--- src/design/ptw_pkg.sv ---
// Package for the four-level page table engine: pool geometry, opcode and status codes,
// and the command and status structs that pass between controller and datapath.
// Depends on nothing.
`default_nettype none

package ptw_pkg;

   localparam int TABLE_PAGES       = 64;
   localparam int LEVELS            = 4;

   localparam int ENTRY_W           = 64;
   localparam int VA_W              = 48;
   localparam int PA_W              = 52;
   localparam int FLAG_W            = 12;
   localparam int OP_W              = 2;
   localparam int STATUS_W          = 3;
   localparam int OFFSET_W          = 12;
   localparam int IDX_W             = 9;
   localparam int ENTRIES_PER_TABLE = 1 << IDX_W;

   localparam int LEVEL_W    = $clog2(LEVELS);
   localparam int PAGE_IDX_W = $clog2(TABLE_PAGES);
   localparam int PAGE_CNT_W = $clog2(TABLE_PAGES + 1);
   localparam int ADDR_W     = PAGE_IDX_W + IDX_W;
   localparam int MEM_DEPTH  = TABLE_PAGES * ENTRIES_PER_TABLE;

   localparam logic [OP_W-1:0] OP_MAP    = 2'd0;
   localparam logic [OP_W-1:0] OP_UNMAP  = 2'd1;
   localparam logic [OP_W-1:0] OP_LOOKUP = 2'd2;
   localparam logic [OP_W-1:0] OP_NOP    = 2'd3;

   localparam logic [STATUS_W-1:0] ST_OK        = 3'd0;
   localparam logic [STATUS_W-1:0] ST_REMAP     = 3'd1;
   localparam logic [STATUS_W-1:0] ST_MISSING   = 3'd2;
   localparam logic [STATUS_W-1:0] ST_NOT_VALID = 3'd3;
   localparam logic [STATUS_W-1:0] ST_EXHAUSTED = 3'd4;

   localparam logic [1:0] WR_PTR  = 2'd0;
   localparam logic [1:0] WR_LEAF = 2'd1;
   localparam logic [1:0] WR_ZERO = 2'd2;

   typedef struct packed {
      logic                load_req;
      logic                rd_en;
      logic                wr_en;
      logic [1:0]          wr_sel;
      logic                descend;
      logic                alloc;
      logic                set_result;
      logic [STATUS_W-1:0] res_status;
      logic                res_mapped;
      logic                res_flush;
      logic                push;
      logic                clear_wr;
   } cmd_type;

   typedef struct packed {
      logic            entry_valid;
      logic            ptr_oor;
      logic            pool_full;
      logic            lvl_zero;
      logic [OP_W-1:0] opcode;
      logic            out_free;
      logic            clear_last;
   } sts_type;

endpackage

`default_nettype wire

--- src/design/ptw_ctrl.sv ---
// Controller of the page table engine: reset clearing sweep, walk sequencing and result
// decisions. Commands ptw_datapath through ptw_pkg::cmd_type.
`default_nettype none

module ptw_ctrl (
   input  wire              clock,
   input  wire              reset,
   input  wire              req_valid,
   output logic             req_stall,
   input  wire ptw_pkg::sts_type sts,
   output ptw_pkg::cmd_type cmd
);
   import ptw_pkg::*;

   localparam logic [2:0] S_CLEAR = 3'd0;
   localparam logic [2:0] S_IDLE  = 3'd1;
   localparam logic [2:0] S_READ  = 3'd2;
   localparam logic [2:0] S_EVAL  = 3'd3;
   localparam logic [2:0] S_PUSH  = 3'd4;

   logic [2:0] state_ff;
   logic [2:0] state_in;

   always_comb begin
      cmd       = '0;
      state_in  = state_ff;
      req_stall = 1'b1;
      unique case (state_ff)
         S_CLEAR: begin
            cmd.clear_wr = 1'b1;
            if (sts.clear_last) begin
               state_in = S_IDLE;
            end
         end
         S_IDLE: begin
            req_stall = 1'b0;
            if (req_valid) begin
               cmd.load_req = 1'b1;
               state_in     = S_READ;
            end
         end
         S_READ: begin
            if (sts.opcode == OP_NOP) begin
               cmd.set_result = 1'b1;
               state_in       = S_PUSH;
            end else begin
               cmd.rd_en = 1'b1;
               state_in  = S_EVAL;
            end
         end
         S_EVAL: begin
            if (!sts.lvl_zero) begin
               if (sts.entry_valid) begin
                  if (sts.ptr_oor) begin
                     cmd.set_result = 1'b1;
                     cmd.res_status = ST_MISSING;
                     state_in       = S_PUSH;
                  end else begin
                     cmd.descend = 1'b1;
                     state_in    = S_READ;
                  end
               end else if (sts.opcode == OP_MAP) begin
                  if (sts.pool_full) begin
                     cmd.set_result = 1'b1;
                     cmd.res_status = ST_EXHAUSTED;
                     state_in       = S_PUSH;
                  end else begin
                     cmd.wr_en   = 1'b1;
                     cmd.wr_sel  = WR_PTR;
                     cmd.alloc   = 1'b1;
                     cmd.descend = 1'b1;
                     state_in    = S_READ;
                  end
               end else begin
                  cmd.set_result = 1'b1;
                  cmd.res_status = ST_MISSING;
                  state_in       = S_PUSH;
               end
            end else begin
               cmd.set_result = 1'b1;
               state_in       = S_PUSH;
               case (sts.opcode)
                  OP_MAP: begin
                     if (sts.entry_valid) begin
                        cmd.res_status = ST_REMAP;
                     end else begin
                        cmd.wr_en     = 1'b1;
                        cmd.wr_sel    = WR_LEAF;
                        cmd.res_flush = 1'b1;
                     end
                  end
                  OP_UNMAP: begin
                     cmd.wr_en      = 1'b1;
                     cmd.wr_sel     = WR_ZERO;
                     cmd.res_flush  = 1'b1;
                     cmd.res_status = sts.entry_valid ? ST_OK : ST_NOT_VALID;
                  end
                  OP_LOOKUP: begin
                     cmd.res_mapped = sts.entry_valid;
                     cmd.res_status = sts.entry_valid ? ST_OK : ST_NOT_VALID;
                  end
                  default: begin
                     cmd.res_status = ST_OK;
                  end
               endcase
            end
         end
         S_PUSH: begin
            if (sts.out_free) begin
               cmd.push = 1'b1;
               state_in = S_IDLE;
            end
         end
         default: begin
            state_in = S_IDLE;
         end
      endcase
   end

   always_ff @(posedge clock) begin
      if (reset) begin
         state_ff <= S_CLEAR;
      end else begin
         state_ff <= state_in;
      end
   end

   a_eval_after_read: assert property (@(posedge clock) disable iff (reset)
      state_ff == S_EVAL |-> $past(state_ff) == S_READ)
      else $error("entry evaluated without a table read");

   a_descend_level: assert property (@(posedge clock) disable iff (reset)
      cmd.descend |-> !sts.lvl_zero)
      else $error("walk descended below the leaf level");

   a_write_in_eval: assert property (@(posedge clock) disable iff (reset)
      cmd.wr_en |-> state_ff == S_EVAL)
      else $error("table write outside the decide step");

endmodule

`default_nettype wire

--- config.mk ---
export PLATFORM = sky130hd
export DESIGN_NAME = ptw_ctrl
export DESIGN_NICKNAME = d
export VERILOG_FILES = /design/src/design/ptw_pkg.sv /design/src/design/ptw_ctrl.sv
export SDC_FILE = /design/constraint.sdc
export NUM_CORES = 1
export LEC_CHECK = 0
export BUFFER_PORTS_ARGS = -buffer_cell sky130_fd_sc_hd__clkbuf_2
export CAP_MARGIN = 10
export CORE_AREA = 2 2 39 41
export CTS_CLUSTER_SIZE = 20
export DETAILED_ROUTE_END_ITERATION = 10
export DIE_AREA = 0 0 41 43
export GPL_ROUTABILITY_DRIVEN = 0
export HOLD_SLACK_MARGIN = 0.05
export PLACE_DENSITY_LB_ADDON = 0.08
export SLEW_MARGIN = 40
export SYNTH_ARGS = -nofsm -noshare
export SYNTH_HDL_FRONTEND = slang
export SYNTH_SLANG_ARGS = --single-unit
--- constraint.sdc ---
create_clock -name clock -period 1.1 [get_ports clock]
set_clock_uncertainty 0.05 [all_clocks]
set_input_delay 0.055 -clock clock [delete_from_list [all_inputs] [get_ports clock]]
set_output_delay 0.055 -clock clock [all_outputs]
set_load 0.02 [all_outputs]
==> run_results.csv <==
group,metric,value,unit
worst_setup_path,crit_path_end_kind,"output port",
floorplan,ios,27,
grt,grt_antenna_before_repair,0,
power_and_ir_drop,leakage,0.485,nW
synth,synth-edff-count,0,
worst_setup_path,worstSetupStartpoint,"state_ff[2]",
power_and_ir_drop,intPower,440,uW
layout,nets,126,
floorplan,num_rows,14,
sta,period_needed,1.36,ns
power_and_ir_drop,p_sw,232,uW
grt,grt_max_degree,10,
routing,vias,640,
floorplan,initial_core_util,33.2,%
clock_network,cts_root_buf,"clkbuf_4",
synth,synth.most_common_cell,"nor2_1",
synth,netlist_top_cells_area,"ha_1 14%, dfxtp_1 13%, nor2_1 8.2%",
synth,seq_area_frac_synth,13.1,%
routing,ant_nets,0,
sta,whs,0.0738,ns
sta,period_share,123,%
sta,setup_tns,-3.38,ns
sta,worstMarginPinSlew,0.254,ns
status,violations,"negative setup slack",
synth,ys_warn_count,0,
power_and_ir_drop,powerDensity,626,mW/mm^2
worst_hold_path,hold_end,"state_ff[0]",
layout,largest_reg_flops,3,
power_and_ir_drop,ir_drop,0.000583,V
synth,synth.net_count,76,
worst_setup_path,reg2reg_from,"state_ff[0]",
worst_setup_path,path_cells,"and3b_2 -> and4_1 -> clkbuf_8",
power_and_ir_drop,pwr-share-seq,19.9,%
worst_setup_path,path_class,"reg -> out",
worst_hold_path,min-delay-start,"sts[0]",
sta,hold_violations,0,
worst_hold_path,whs_path_depth,3,
routing,drt-wirelength-per-cell,12.5,microns
layout,largest_registers,"state_ff: 3 flops",
floorplan,core,0.00138,sq mm
layout,drive_above_1_share,73.4,%
synth,ys_types,30,
grt,grt_usage,19.1,%
clock_network,cts_buffers,3,
floorplan,die_h,43,microns
sta,rsz0062_at_grt,"true",
grt,grt_pass1_wl,2.33,mm
worst_setup_path,start_kind,"flip-flop",
placed_design,io_buffer_count,26,
power_and_ir_drop,clkPwrFrac,27.8,%
worst_setup_path,max_stage_delay,0.36,ns
clock_network,cts_tree,"yes",
synth,ys_seq_elements,3,
layout,area_growth,134,%
synth,syn_area_per_cell,7.65,sq um
synth,yosys.area.top_type_share,13.6,%
sta,setup_violations,18,
layout,design_area,0.00107,sq mm
clock_network,clockBufferDepth,2,
routing,finalWirelength,1.57,mm
grt,gr-total-overflow,0,
clock_network,cts.clk_slew.worst_paths,0.04,ns
synth,syn-cell-area,459,sq um
grt,grt_pass1_vias,628,
worst_setup_path,reg2regPathDepth,4,
routing,via_per_inst,5.12,
routing,drc_errors,0,
sta,setup_ws,-0.257,ns
power_and_ir_drop,swShare,34.6,%
floorplan,die_area,0.00176,sq mm
clock_network,clk_latency,0.23,ns
floorplan,chipWidth,41,microns
placed_design,dpl_cell_area,773,sq um
worst_setup_path,cp_max_fo,6,
job,drv_cap,0,
synth,synth_ff_type,"dfxtp_1",
worst_setup_path,regToRegEndpoint,"state_ff[0]",
placed_design,dpl_worst_slack,-0.201,ns
routing,firstDrtPassIters,3,
worst_hold_path,hold_class,"in -> reg",
sta,clock.fmax,737,MHz
synth,synthCells,60,
sta,drv_slew,0,
clock_network,htree_num_levels,1,
synth,synthTopCellsByCount,"10 x nor2_1, 5 x ha_1, 4 x a21oi_1, 4 x nand2_1",
worst_setup_path,r2r_slack,-0.11,ns
status,outcome,"finished with violations",
synth,async_flop_share,0,%
layout,regMostFlops,"state_ff",
sta,slew_headroom,82.6,%
synth,yosys.area.top_type,"ha_1",
worst_setup_path,crit_required,1.00,ns
clock_network,clock-sinks,3,
worst_setup_path,worstPathArrival,1.25,ns
placed_design,place_hpwl,1.13,mm
power_and_ir_drop,power_frac_comb,52.3,%
routing,dr.first_iter.drc_count,3,
worst_setup_path,slowest_stage,"dfxtp_4",
layout,antenna_cells,0,
-- through the flow --
stage / total power [mW] / utilization [%] / cells
after floorplan: 0.278 / - / 60
after global placement: 0.381 / 55.9 / 113
after detailed placement: 0.384 / 55.9 / 113
after CTS: 0.617 / 68.9 / 122
after global routing: 0.726 / 77.6 / 125
final: 0.672 / 77.6 / 125
-- worst max path at each step --
stage                  end
2_1_floorplan  state_ff[0]
3_5_place_dp        cmd[9]
4_1_cts             cmd[8]
6_report            cmd[6]
3_3_place_gp   state_ff[0]
5_1_grt             cmd[6]
-- area by class of cell --
class / instances / area [sq um]
Clock buffer: 4 / 26.3
Multi-Input combinational cell: 51 / 507
Fill cell: 99 / 310
Inverter: 3 / 13.8
Sequential cell: 3 / 71.3
Tap cell: 16 / 20.0
Timing Repair Buffer: 48 / 435
-- layout by cell type (no fill, tap or decap), drive strengths merged, types with 3 or more instances in the layout --
cell and count:
clkbuf 17, nand2b 3, dfxtp 3, buf 34
nor2 10, inv 3, nand2 4, a21oi 5
nor3 3, ha 5
-- metal layers --
| metal | track usage (%) | vias up | part of all wire [%] |
|---|---|---|---|
| li1 | - | 312 | - |
| met2 | 36.9 | 20 | 59 |
| met1 | 15.6 | 308 | 36 |
| met4 | 6.67 | 0 | 0 |
| met3 | 7.33 | 0 | 5.4 |
| met5 | 0 | - | 0 |
-- power groups by stage --
stage               clock network, mW  registers [mW]  logic (mW)
floorplan                           0           0.126       0.152
global placement                    0           0.133       0.248
detailed placement                  0           0.133       0.251
CTS                             0.199           0.132       0.286
global route                    0.212           0.135       0.379
finish                          0.187           0.134       0.352
-- critical path: cells and delay by family, from the launching register on --
kind,cells,cell delay [ns]
buf+inv,1,0.15
flops,1,0.36
simple gates,2,0.53
-- repair_timing --
action / CTS / global route
endpoints found under the setup margin: 19 / 19
endpoints found under the hold margin: 2 / 0
setup buffers: 4 / 2
gates resized for setup: 32 / 32
hold buffers: 1 / 0
gates cloned: 0 / 1
pin swaps: 9 / 4
-- cell families (layout without fill, tap and decap cells) --
group | Yosys count | in the layout | synth area share [%]
buffers and inverters | 6 | 55 | 7.08
and+or+nand+nor | 34 | 34 | 47.1
DFF | 3 | 3 | 13.1
AOI/OAI and AO/OA | 11 | 11 | 16.9
adders and majority gates | 5 | 5 | 13.6
muxes | 1 | 1 | 2.18
No activity file was read; power rests on OpenSTA's default activity.
